$ cat src/hdl/hkm_pkg.sv
// hkm_pkg: shared types and constants for the hotkey combo matcher
// used by hkm_ctrl, hkm_datapath and hotkey_combo_matcher; no dependencies
package hkm_pkg;

   typedef enum logic [2:0] {
      ST_IDLE,
      ST_UPDATE,
      ST_ENTRY,
      ST_CODE,
      ST_RESP
   } hkm_state_type;

   typedef enum logic [1:0] {
      OP_KEY_EVENT    = 2'd0,
      OP_WRITE_CODE   = 2'd1,
      OP_WRITE_LENGTH = 2'd2,
      OP_NONE         = 2'd3
   } hkm_op_type;

   localparam logic [1:0]  EV_RELEASE     = 2'd0;
   localparam logic [1:0]  EV_PRESS       = 2'd1;
   localparam logic [15:0] KEY_EVENT_TYPE = 16'd1;
   localparam logic [3:0]  MIN_KEYS_RESET = 4'd2;

   typedef struct packed {
      logic capture;
      logic update;
      logic entry_step;
      logic code_start;
      logic code_next;
      logic hit;
   } hkm_cmd_type;

   typedef struct packed {
      logic ready;
      logic entry_done;
      logic candidate;
      logic code_eq;
      logic last_code;
   } hkm_status_type;

endpackage

$ cat src/hdl/hkm_ctrl.sv
// hkm_ctrl: state machine sequencing update, table scan and response
// depends on hkm_pkg
module hkm_ctrl (
   input  logic                    clock,
   input  logic                    reset,
   input  logic                    start,
   input  hkm_pkg::hkm_status_type status,
   output hkm_pkg::hkm_cmd_type    cmd,
   output logic                    busy,
   output logic                    rsp_strobe
);

   hkm_pkg::hkm_state_type state_ff;
   hkm_pkg::hkm_state_type state_in;

   always_ff @(posedge clock) begin
      if (reset) begin
         state_ff <= hkm_pkg::ST_IDLE;
      end else begin
         state_ff <= state_in;
      end
   end

   always_comb begin
      state_in = state_ff;
      unique case (state_ff)
         hkm_pkg::ST_IDLE: begin
            if (start) begin
               state_in = hkm_pkg::ST_UPDATE;
            end
         end
         hkm_pkg::ST_UPDATE: begin
            state_in = hkm_pkg::ST_ENTRY;
         end
         hkm_pkg::ST_ENTRY: begin
            priority if (!status.ready || status.entry_done) begin
               state_in = hkm_pkg::ST_RESP;
            end else if (status.candidate) begin
               state_in = hkm_pkg::ST_CODE;
            end else begin
               state_in = hkm_pkg::ST_ENTRY;
            end
         end
         hkm_pkg::ST_CODE: begin
            priority if (!status.code_eq) begin
               state_in = hkm_pkg::ST_ENTRY;
            end else if (status.last_code) begin
               state_in = hkm_pkg::ST_RESP;
            end else begin
               state_in = hkm_pkg::ST_CODE;
            end
         end
         hkm_pkg::ST_RESP: begin
            state_in = hkm_pkg::ST_IDLE;
         end
         default: begin
            state_in = hkm_pkg::ST_IDLE;
         end
      endcase
   end

   always_comb begin
      cmd        = '0;
      busy       = 1'b1;
      rsp_strobe = 1'b0;
      unique case (state_ff)
         hkm_pkg::ST_IDLE: begin
            busy        = 1'b0;
            cmd.capture = start;
         end
         hkm_pkg::ST_UPDATE: begin
            cmd.update = 1'b1;
         end
         hkm_pkg::ST_ENTRY: begin
            if (status.ready && !status.entry_done) begin
               cmd.code_start = status.candidate;
               cmd.entry_step = !status.candidate;
            end
         end
         hkm_pkg::ST_CODE: begin
            priority if (!status.code_eq) begin
               cmd.entry_step = 1'b1;
            end else if (status.last_code) begin
               cmd.hit = 1'b1;
            end else begin
               cmd.code_next = 1'b1;
            end
         end
         hkm_pkg::ST_RESP: begin
            rsp_strobe = 1'b1;
         end
         default: begin
            busy = 1'b1;
         end
      endcase
   end

endmodule

$ cat src/hdl/hkm_datapath.sv
// hkm_datapath: held key list, combo flags, shortcut table and scan counters
// depends on hkm_pkg; driven by commands from hkm_ctrl
module hkm_datapath #(
   parameter int COMBO_KEYS    = 8,
   parameter int TABLE_ENTRIES = 16
) (
   input  logic                    clock,
   input  logic                    reset,
   input  hkm_pkg::hkm_cmd_type    cmd,
   output hkm_pkg::hkm_status_type status,
   input  logic                    csr_wr_en,
   input  logic [3:0]              csr_wr_data,
   input  logic [1:0]              req_operation,
   input  logic [15:0]             req_event_type,
   input  logic [1:0]              req_event_value,
   input  logic [7:0]              req_key_code,
   input  logic [3:0]              req_entry_index,
   input  logic [2:0]              req_slot_index,
   input  logic [7:0]              req_table_code,
   input  logic [3:0]              req_entry_length,
   output logic                    rsp_combo_ready,
   output logic [3:0]              rsp_combo_size,
   output logic                    rsp_match_found,
   output logic [3:0]              rsp_match_index
);

   localparam int SLOT_W  = $clog2(COMBO_KEYS);
   localparam int ENTRY_W = (TABLE_ENTRIES > 1) ? $clog2(TABLE_ENTRIES) : 1;
   localparam int ECNT_W  = $clog2(TABLE_ENTRIES + 1);
   localparam int CNT_W   = $clog2(COMBO_KEYS + 1);
   localparam int CMP_W   = (CNT_W > 4) ? CNT_W + 1 : 5;
   localparam int MEM_D   = TABLE_ENTRIES * (2 ** SLOT_W);

   // captured transaction fields
   logic [1:0]  op_ff;
   logic [15:0] type_ff;
   logic [1:0]  value_ff;
   logic [7:0]  key_ff;
   logic [3:0]  entry_ff;
   logic [2:0]  slot_ff;
   logic [7:0]  tcode_ff;
   logic [3:0]  length_ff;

   logic [3:0]       min_keys_ff;
   logic [CNT_W-1:0] count_ff;
   logic [CNT_W-1:0] count_in;
   logic [CNT_W-1:0] size_ff;
   logic [CNT_W-1:0] size_in;
   logic             open_ff;
   logic             open_in;
   logic             ready_ff;
   logic             ready_in;
   logic             found_ff;
   logic [ECNT_W-1:0] e_ff;
   logic [SLOT_W-1:0] k_ff;
   logic [SLOT_W-1:0] k_in;

   logic [7:0] held_ff [COMBO_KEYS];
   logic [3:0] lengths_ff [TABLE_ENTRIES];
   logic [7:0] mem [MEM_D];
   logic [7:0] rd_data_ff;

   logic                      held_wr;
   logic                      code_wr;
   logic                      len_wr;
   logic [ENTRY_W-1:0]        e_idx;
   logic [3:0]                cur_len;
   logic [SLOT_W+ENTRY_W-1:0] rd_addr;
   logic [SLOT_W+ENTRY_W-1:0] wr_addr;

   always_ff @(posedge clock) begin
      if (cmd.capture) begin
         op_ff     <= req_operation;
         type_ff   <= req_event_type;
         value_ff  <= req_event_value;
         key_ff    <= req_key_code;
         entry_ff  <= req_entry_index;
         slot_ff   <= req_slot_index;
         tcode_ff  <= req_table_code;
         length_ff <= req_entry_length;
      end
   end

   always_ff @(posedge clock) begin
      if (reset) begin
         min_keys_ff <= hkm_pkg::MIN_KEYS_RESET;
      end else if (csr_wr_en) begin
         min_keys_ff <= csr_wr_data;
      end
   end

   // key event update
   always_comb begin
      count_in = count_ff;
      size_in  = size_ff;
      open_in  = open_ff;
      ready_in = ready_ff;
      held_wr  = 1'b0;
      if (hkm_pkg::hkm_op_type'(op_ff) == hkm_pkg::OP_KEY_EVENT) begin
         priority if (type_ff != hkm_pkg::KEY_EVENT_TYPE) begin
            ready_in = 1'b0;
         end else if (value_ff == hkm_pkg::EV_RELEASE) begin
            size_in  = count_ff;
            ready_in = (CMP_W'(count_ff) >= CMP_W'(min_keys_ff)) && open_ff;
            open_in  = 1'b0;
            count_in = '0;
         end else if (value_ff == hkm_pkg::EV_PRESS) begin
            if (count_ff < CNT_W'(COMBO_KEYS)) begin
               held_wr  = 1'b1;
               count_in = count_ff + 1'b1;
            end
            size_in  = held_wr ? count_ff + 1'b1 : count_ff;
            ready_in = 1'b0;
            open_in  = 1'b1;
         end else begin
            ready_in = ready_ff;
         end
      end
   end

   assign code_wr = cmd.update
      && (hkm_pkg::hkm_op_type'(op_ff) == hkm_pkg::OP_WRITE_CODE)
      && (32'(entry_ff) < TABLE_ENTRIES) && (32'(slot_ff) < COMBO_KEYS);
   assign len_wr = cmd.update
      && (hkm_pkg::hkm_op_type'(op_ff) == hkm_pkg::OP_WRITE_LENGTH)
      && (32'(entry_ff) < TABLE_ENTRIES);

   always_ff @(posedge clock) begin
      if (reset) begin
         count_ff <= '0;
         size_ff  <= '0;
         open_ff  <= 1'b1;
         ready_ff <= 1'b0;
      end else if (cmd.update) begin
         count_ff <= count_in;
         size_ff  <= size_in;
         open_ff  <= open_in;
         ready_ff <= ready_in;
      end
   end

   always_ff @(posedge clock) begin
      if (cmd.update && held_wr) begin
         held_ff[SLOT_W'(count_ff)] <= key_ff;
      end
   end

   always_ff @(posedge clock) begin
      if (reset) begin
         for (int i = 0; i < TABLE_ENTRIES; i++) begin
            lengths_ff[i] <= '0;
         end
      end else if (len_wr) begin
         lengths_ff[ENTRY_W'(entry_ff)] <= length_ff;
      end
   end

   // table scan counters
   always_comb begin
      k_in = k_ff;
      priority if (cmd.code_start) begin
         k_in = '0;
      end else if (cmd.code_next) begin
         k_in = k_ff + 1'b1;
      end else begin
         k_in = k_ff;
      end
   end

   always_ff @(posedge clock) begin
      k_ff <= k_in;
      priority if (cmd.update) begin
         e_ff <= '0;
      end else if (cmd.entry_step) begin
         e_ff <= e_ff + 1'b1;
      end else begin
         e_ff <= e_ff;
      end
   end

   always_ff @(posedge clock) begin
      if (reset) begin
         found_ff <= 1'b0;
      end else if (cmd.update) begin
         found_ff <= 1'b0;
      end else if (cmd.hit) begin
         found_ff <= 1'b1;
      end
   end

   assign e_idx   = ENTRY_W'(e_ff);
   assign cur_len = lengths_ff[e_idx];
   assign rd_addr = {e_idx, k_in};
   assign wr_addr = {ENTRY_W'(entry_ff), SLOT_W'(slot_ff)};

   always_ff @(posedge clock) begin
      if (code_wr) begin
         mem[wr_addr] <= tcode_ff;
      end
      rd_data_ff <= mem[rd_addr];
   end

   assign status.ready      = ready_ff;
   assign status.entry_done = (e_ff == ECNT_W'(TABLE_ENTRIES));
   assign status.candidate  = (cur_len != 4'd0)
      && (CMP_W'(cur_len) == CMP_W'(size_ff))
      && (CMP_W'(cur_len) <= CMP_W'(COMBO_KEYS));
   assign status.code_eq    = (rd_data_ff == held_ff[k_ff]);
   assign status.last_code  = ((CMP_W'(k_ff) + 1'b1) == CMP_W'(cur_len));

   assign rsp_combo_ready = ready_ff;
   assign rsp_combo_size  = 4'(size_ff);
   assign rsp_match_found = found_ff;
   assign rsp_match_index = found_ff ? 4'(e_ff) : 4'd0;

endmodule

$ cat src/hdl/hotkey_combo_matcher.sv
// hotkey_combo_matcher: top level joining hkm_ctrl and hkm_datapath, depends on hkm_pkg
// when not ready the table walk stops at its first entry check and the strobe follows;
// when ready it steps through the entries, reading the codes of each entry whose length
// matches one at a time through the single table read port, and stops at the first hit
// throughput: one transaction at a time, next start taken the cycle after the strobe
// reset clears flags, counts, entry lengths and min_keys (to 2); no clearing pass
module hotkey_combo_matcher #(
   parameter int COMBO_KEYS    = 8,
   parameter int TABLE_ENTRIES = 16
) (
   input  logic        clock,
   input  logic        reset,
   input  logic        start,
   output logic        busy,
   input  logic [1:0]  req_operation,
   input  logic [15:0] req_event_type,
   input  logic [1:0]  req_event_value,
   input  logic [7:0]  req_key_code,
   input  logic [3:0]  req_entry_index,
   input  logic [2:0]  req_slot_index,
   input  logic [7:0]  req_table_code,
   input  logic [3:0]  req_entry_length,
   input  logic        csr_wr_en,
   input  logic [3:0]  csr_wr_data,
   output logic        rsp_strobe,
   output logic        rsp_combo_ready,
   output logic [3:0]  rsp_combo_size,
   output logic        rsp_match_found,
   output logic [3:0]  rsp_match_index
);

   hkm_pkg::hkm_cmd_type    cmd;
   hkm_pkg::hkm_status_type status;

   hkm_ctrl u_ctrl (
      .clock      (clock),
      .reset      (reset),
      .start      (start),
      .status     (status),
      .cmd        (cmd),
      .busy       (busy),
      .rsp_strobe (rsp_strobe)
   );

   hkm_datapath #(
      .COMBO_KEYS    (COMBO_KEYS),
      .TABLE_ENTRIES (TABLE_ENTRIES)
   ) u_datapath (
      .clock            (clock),
      .reset            (reset),
      .cmd              (cmd),
      .status           (status),
      .csr_wr_en        (csr_wr_en),
      .csr_wr_data      (csr_wr_data),
      .req_operation    (req_operation),
      .req_event_type   (req_event_type),
      .req_event_value  (req_event_value),
      .req_key_code     (req_key_code),
      .req_entry_index  (req_entry_index),
      .req_slot_index   (req_slot_index),
      .req_table_code   (req_table_code),
      .req_entry_length (req_entry_length),
      .rsp_combo_ready  (rsp_combo_ready),
      .rsp_combo_size   (rsp_combo_size),
      .rsp_match_found  (rsp_match_found),
      .rsp_match_index  (rsp_match_index)
   );

endmodule

$ cat config.mk
export PLATFORM = sky130hd
export DESIGN_NAME = hotkey_combo_matcher
export DESIGN_NICKNAME = d
export VERILOG_FILES = /design/src/hdl/hkm_pkg.sv /design/src/hdl/hkm_ctrl.sv /design/src/hdl/hkm_datapath.sv /design/src/hdl/hotkey_combo_matcher.sv
export SDC_FILE = /design/constraint.sdc
export NUM_CORES = 2
export LEC_CHECK = 0
export BUFFER_PORTS_ARGS = -buffer_cell sky130_fd_sc_hd__buf_2
export CORE_MARGIN = 1
export CORE_UTILIZATION = 61
export CTS_CLUSTER_DIAMETER = 80
export DETAILED_ROUTE_END_ITERATION = 7
export GPL_ROUTABILITY_DRIVEN = 0
export PLACE_DENSITY = 0.77
export SETUP_SLACK_MARGIN = 0.1
export SYNTH_ARGS = -nofsm -noshare
export SYNTH_HDL_FRONTEND = slang
export SYNTH_SLANG_ARGS = --single-unit
$ cat constraint.sdc
create_clock -name clock -period 9.5 [get_ports clock]
set_input_delay 0.475 -clock clock [delete_from_list [all_inputs] [get_ports clock]]
set_output_delay 0.475 -clock clock [all_outputs]
set_load 0.005 [all_outputs]
* Word-level counts from Yosys, hierarchy flattened
Memory sizes are Yosys's and may differ from the RTL's. A register that Yosys moved wholly into a read port is not among the register bits. Cells that the tools add are included.
Word-level totals: memories 3, memory bits (writable) 1152, register bits 73, output and inout port bits 12
Cells by class: $add $sub $neg 4, equality and inequality tests 13, magnitude comparators 3, multiplexer cells 55, bitwise gates (word level) 1, reduce and logical (&&, ||, !) cells 23
Memories:
- u_datapath.mem | words 128, bits a word 8, read ports 1, clocked after memory_dff 1, wr ports 1, line hkm_datapath.sv:60 | logic [7:0] mem [MEM_D];
- u_datapath.held_ff | words 8, bits a word 8, read ports 1, clocked after memory_dff 1, wr ports 1, line hkm_datapath.sv:58 | logic [7:0] held_ff [COMBO_KEYS];
- u_datapath.lengths_ff | words 16, bits a word 4, read ports 1, clocked after memory_dff 1, wr ports 16, line hkm_datapath.sv:59 | logic [3:0] lengths_ff [TABLE_ENTRIES];
Operators with widths (count):
- $mux W4 | 11
- $mux W1 | 33
- $mux W3 | 6
- $ne A16 B1 Y1 const B | 1
- $pmux W3 S4 | 1
- $eq A8 B8 Y1 | 1
- $logic_and A1 B1 Y1 | 7
- $eq A3 B2 Y1 const B | 2
- $mux W2 | 3
- $add A5 B1 Y5 const B | 1
- $eq A5 B4 Y1 | 1
- $eq A5 B5 Y1 const B | 1
- $reduce_and A5 Y1 | 1
- $add A3 B1 Y4 const B | 1
- $add A4 B1 Y4 const B | 1
- $eq A2 B1 Y1 const B | 2
- $eq A4 B4 Y1 | 1
- $ge A4 B4 Y1 | 1
- $le A4 B4 Y1 const B | 1
- $logic_not A2 Y1 | 2
- $lt A4 B4 Y1 const B | 1
- $reduce_and A4 Y1 | 1
- $reduce_bool A2 Y1 | 2
- $reduce_bool A4 Y1 | 1
- other kinds (14) | 16

* Depth between registers and ports, before layout
word-level depth 13, depth in mapped cells 23, depth with buffers taken out 15

* Modules after synthesis
Synthesis repeated with hierarchy kept, for this count alone.
Unflattened totals: cell total of the unflattened synthesis 3104, area total of the unflattened synthesis 49922.9 µm²
Modules (own cells, without submodules):
- hkm_datapath | times used 1, cells each 3075, area an instance 49710.2 µm², seq. area each 36705.2 µm²
- hkm_ctrl | times used 1, cells each 29, area an instance 212.7 µm², seq. area each 60.1 µm²

* Least setup slack after synthesis
OpenSTA, ideal clock, no wires.
path kind register to register, from register u_datapath.k_ff[1], to register u_datapath.rd_data_ff[6] (read register of u_datapath.mem), data required time 9369 ps, setup time 131 ps, path slack 5486 ps, stages on the path, launching flop included 20, buffers on the path 4, arrival time 3883 ps, cells stage by stage dfxtp_1 buf_6 mux4_2 mux2i_1 xor2_1 o221ai_1 nor4_4 and4_1 a21oi_1 o21ai_4 inv_2 buf_6 buf_6 buf_2 o311ai_0 o31ai_1 mux4_2 o211ai_1 o31a_1 o211ai_1
Between the ends: longest elaborated chain between the ends 7, elaborated cells between the ends (all ways) 8
RTL lines:
- from (decl) | line hkm_datapath.sv:55 | logic [SLOT_W-1:0] k_ff;
- from (signal assigned) | line hkm_datapath.sv:171 | k_ff <= k_in;
- $add A3 B1 Y4 | line hkm_datapath.sv:209 | assign status.last_code = ((CMP_W'(k_ff) + 1'b1) == CMP_W'(cur_len));
- $eq A5 B4 Y1 | line hkm_datapath.sv:209
- $mux W1 | line hkm_ctrl.sv:83 | end else if (status.last_code) begin
- $mux W2 | line hkm_ctrl.sv:81 | priority if (!status.code_eq) begin
- $mux W2 | line hkm_ctrl.sv:66 | unique case (state_ff)
- $mux W3 (*) | line hkm_datapath.sv:163 | end else if (cmd.code_next) begin
- $mux W3 (*) | line hkm_datapath.sv:161 | priority if (cmd.code_start) begin
- to (decl) | line hkm_datapath.sv:61 | logic [7:0] rd_data_ff;
Mark *: on every way between the ends. The rest lies on a longest branch, timed or not. A chain may end at the register's enable or synchronous reset.

==> impl_metrics.env <==
export IMPL_max_freq_ghz=0.138
export IMPL_grt_pass1_wl_mm=211
export IMPL_vias_per_cell=6.95
export IMPL_post_drt_wl_per_cell_um=29.8
export IMPL_worst_path_max_fanout=38
export IMPL_dr_first_iter_drc_count=5779
export IMPL_synth_area_top_cells="sky130_fd_sc_hd__edfxtp_1 71%, sky130_fd_sc_hd__nand2_1 3.2%, sky130_fd_sc_hd__mux2i_1 2.3%"
export IMPL_synthTopCellsByCount="1199 x sky130_fd_sc_hd__edfxtp_1, 429 x sky130_fd_sc_hd__nand2_1, 307 x sky130_fd_sc_hd__nor2_1"
export IMPL_area_overhead_vs_synth_pct=10.9
export IMPL_final_tns_setup_ps=0
export IMPL_regToRegEndpoint="u_datapath.rd_data_ff[1]"
export IMPL_synth_compound_gate_area_share_pct=8.53
export IMPL_dp_hpwl_mm=86.8
export IMPL_syn_cell_area_um2=50500
export IMPL_ctsHtreeMaxLevel=3
export IMPL_netlist_cell_type_count=79
export IMPL_cts_buffers=117
export IMPL_timing_slew_headroom_pct=11.1
export IMPL_endpoint_kind="flop"
export IMPL_floorplan_die_height_um=290
export IMPL_pin_count_of_the_biggest_net_entering_global_routing=176
export IMPL_synth_ff_latch_count=1237
export IMPL_syn_inst=3664
export IMPL_overflow_left_after_global_routing=0
export IMPL_synth_enable_flop_cells=1199
export IMPL_max_cap_viol_count=0
export IMPL_synthFlopType="sky130_fd_sc_hd__edfxtp_1"
export IMPL_cp_endpoint="u_datapath.rd_data_ff[1]"
export IMPL_dieArea_um2=83900
export IMPL_grt_total_usage_pct=34.7
export IMPL_p_total_mw=11.1
export IMPL_grt_antenna_before_repair=0
export IMPL_worst_hold_slack_ps=9.98
export IMPL_syn_avg_cell_area_um2=13.8
export IMPL_placedCellCount=4616
export IMPL_fin_nets=3779
export IMPL_post_synth_top_area_fraction_pct=71.3
export IMPL_synth_largest_area_cell="sky130_fd_sc_hd__edfxtp_1"
export IMPL_io_buffer_count=66
export IMPL_yosysWarningCount=0
export IMPL_synth_async_sr_flop_share_pct=0
export IMPL_num_vias=34000
export IMPL_grt_setup_unrepaired="false"
export IMPL_clock_skew_ps=61.3
export IMPL_detail_route_drc_violations=0
export IMPL_reg2reg_setup_slack_ps=2270
export IMPL_synthXorXnorAreaFrac_pct=0.295
export IMPL_finalSetupViolations=0
export IMPL_ir_worst_vdd_uv=198
export IMPL_synth_fa_ha_area_share_pct=0.223
export IMPL_clock_latency_ps=710
export IMPL_synth_simple_gate_area_share_pct=12.5
export IMPL_finalCriticalPeriod_ps=7230
export IMPL_path_class="flop to flop"
export IMPL_cts_resized=0
export IMPL_clkSlewWorstSetupHoldPaths_ps=60
export IMPL_post_route_period_util_pct=76.1
export IMPL_synth_top_family_by_area="simple AND/OR/NAND/NOR gates"
export IMPL_clockRootBuffer="sky130_fd_sc_hd__clkbuf_16"
export IMPL_crit_required_ps=10090
export IMPL_power_density_nw_per_um2=198
export IMPL_synth_mux_area_share_pct=3.25
export IMPL_sort_of_element_at_the_start_of_the_critical_path="flop"
export IMPL_status="complete, no violations"
export IMPL_boundaryPins=67
export IMPL_worst_pin_slew_ps=1320
export IMPL_critPathArrivalTime_ps=7820
export IMPL_reg2regPathDepth=16
export IMPL_tritoncts_num_sinks=1237
export IMPL_grt_pass1_vias=31800
export IMPL_report_final_slew_viol_count=0
export IMPL_total_count_of_hold_check_failures_in_the_final_report=0
export IMPL_post_route_cells_drive_above_1_share_pct=9.83
export IMPL_synth_seq_area_share_pct=72.8
export IMPL_synth_fp_nets=3728
export IMPL_cts_root_to_sink_buffers=3
export IMPL_detail_route_wirelength_mm=146
export IMPL_core_region_area_um2=82000
export IMPL_power_leakage_nw=18.5
export IMPL_tritoncts="done"
export IMPL_die_width_um=290
export IMPL_num_rows=105
export IMPL_start_util_pct=61.6
export IMPL_dr_pass1_iters=7
export IMPL_synth_most_common_cell="sky130_fd_sc_hd__edfxtp_1"
export IMPL_worstHoldPathType="input pin to flop"
export IMPL_final_cell_count_no_fill=4886
export IMPL_antenna_violating_nets_post_route=0
routing by layer:
layer	track usage [%]	wire (µm)	up-vias
li1	-	-	14100
met1	47.0	51400	16500
met2	52.2	65500	2772
met3	9.11	19600	547
met4	18.2	9100	0
met5	0	0	-
metrics by stage:
stage | util, % | instance area [µm²] | setup slack, ps
floorplan | - | 50500 | 5490
global placement | 63.1 | 51700 | 2930
detailed placement | 63.1 | 51700 | 2690
CTS | 68.3 | 56000 | 2540
global route | 68.3 | 56000 | 2190
finish | 68.3 | 56000 | 2270
registers in the layout (all words and copies together), names as in the netlist, named ones only:
register and cells:
u_datapath.key_ff 8, u_datapath.value_ff 2, u_datapath.count_ff 4, u_datapath.length_ff 4
u_datapath.op_ff 2, u_datapath.entry_ff 4, u_datapath.e_ff 5, u_datapath.k_ff 3
u_datapath.rd_data_ff 8, u_datapath.lengths_ff 64, u_datapath.open_ff 1, u_datapath.tcode_ff 8
u_datapath.slot_ff 3, u_datapath.rsp_combo_size 4, u_datapath.rsp_match_found 1, u_datapath.mem 1024
u_datapath.rsp_combo_ready 1, u_datapath.held_ff 64, u_datapath.type_ff 16, u_datapath.min_keys_ff 4
u_ctrl.state_ff 3
logic make-up (layout without fill, tap and decap cells):
| group | count (synthesis) | after routing |
|---|---|---|
| adders and majority gates | 9 | 9 |
| xor gates and xnor gates | 17 | 17 |
| and+or+nand+nor | 1350 | 1350 |
| other | 0 | 1 |
| AOI/OAI and AO/OA | 633 | 633 |
| DFF | 1237 | 1237 |
| muxes | 145 | 145 |
| buffers and inverters | 273 | 424 |
power by group:
part	leakage, nW	internal [mW]	total, mW	switching (mW)
clock network	1.84	2.59	4.62	2.03
registers	11.2	6.03	6.08	0.0473
logic	5.50	0.104	0.408	0.304
critical path, stage by stage (launching register included):
cell                       delay, ps
sky130_fd_sc_hd__dfxtp_1        1150
sky130_fd_sc_hd__nor2b_1         210
sky130_fd_sc_hd__a22oi_1         410
sky130_fd_sc_hd__nand2_1         140
sky130_fd_sc_hd__xor2_1          160
sky130_fd_sc_hd__and4_1          200
sky130_fd_sc_hd__o21ai_1         520
sky130_fd_sc_hd__a21oi_1         320
sky130_fd_sc_hd__o21ai_4         210
sky130_fd_sc_hd__buf_4           570
sky130_fd_sc_hd__clkinv_2        640
sky130_fd_sc_hd__buf_4           500
sky130_fd_sc_hd__nand2_1         490
sky130_fd_sc_hd__o311ai_0        370
sky130_fd_sc_hd__o211ai_1        460
sky130_fd_sc_hd__nor3_1          130
sky130_fd_sc_hd__or4_1           520
cells in the final DEF (no fill, tap or decap), types with 13 or more instances in the layout:
cell type / instances
sky130_fd_sc_hd__o311ai_0: 31
sky130_fd_sc_hd__a22oi_1: 33
sky130_fd_sc_hd__o31ai_1: 22
sky130_fd_sc_hd__a21oi_1: 111
sky130_fd_sc_hd__a211oi_1: 25
sky130_fd_sc_hd__clkbuf_16: 119
sky130_fd_sc_hd__o221ai_1: 13
sky130_fd_sc_hd__nand4_1: 16
sky130_fd_sc_hd__nor4_1: 22
sky130_fd_sc_hd__or3_1: 118
sky130_fd_sc_hd__clkinv_2: 19
sky130_fd_sc_hd__mux2i_1: 118
sky130_fd_sc_hd__edfxtp_1: 1199
sky130_fd_sc_hd__clkinv_1: 26
sky130_fd_sc_hd__o211ai_1: 83
sky130_fd_sc_hd__buf_4: 62
sky130_fd_sc_hd__nor2_1: 303
sky130_fd_sc_hd__dfxtp_1: 36
sky130_fd_sc_hd__buf_2: 66
sky130_fd_sc_hd__and3_1: 34
sky130_fd_sc_hd__mux2_2: 13
sky130_fd_sc_hd__dlygate4sd3_1: 50
sky130_fd_sc_hd__nand3_1: 112
sky130_fd_sc_hd__nor3_1: 173
sky130_fd_sc_hd__a31oi_1: 61
sky130_fd_sc_hd__o21ai_0: 108
sky130_fd_sc_hd__clkbuf_1: 26
sky130_fd_sc_hd__nand2_1: 428
sky130_fd_sc_hd__and2_1: 73
sky130_fd_sc_hd__o22ai_1: 34
sky130_fd_sc_hd__inv_1: 16
sky130_fd_sc_hd__mux4_2: 14
worst min-delay path by stage:
stage	start	end	depth (start not counted)
floorplan	u_datapath.open_ff	u_datapath.open_ff	2
global placement	u_datapath.e_ff[4]	u_datapath.e_ff[4]	2
detailed placement	u_datapath.open_ff	u_datapath.open_ff	2
CTS	csr_wr_data[0]	u_datapath.min_keys_ff[0]	3
global route	csr_wr_data[0]	u_datapath.min_keys_ff[0]	3
finish	csr_wr_data[0]	u_datapath.min_keys_ff[0]	3
layout make-up:
class	count	area, µm²
Multi-Input combinational cell	2154	12600
Antenna cell	1	2.50
Clock inverter	64	578
Tap cell	1070	1340
Sequential cell	1237	36800
Fill cell	5392	26000
Clock buffer	155	3210
Timing Repair Buffer	183	1400
Inverter	22	93.8
repair_timing:
item	CTS	global route
hold buffers	50	0
setup endpoints to repair	0	0
setup buffers	0	0
endpoints found under the hold margin	50	0
(Power assumes the default switching activity.)
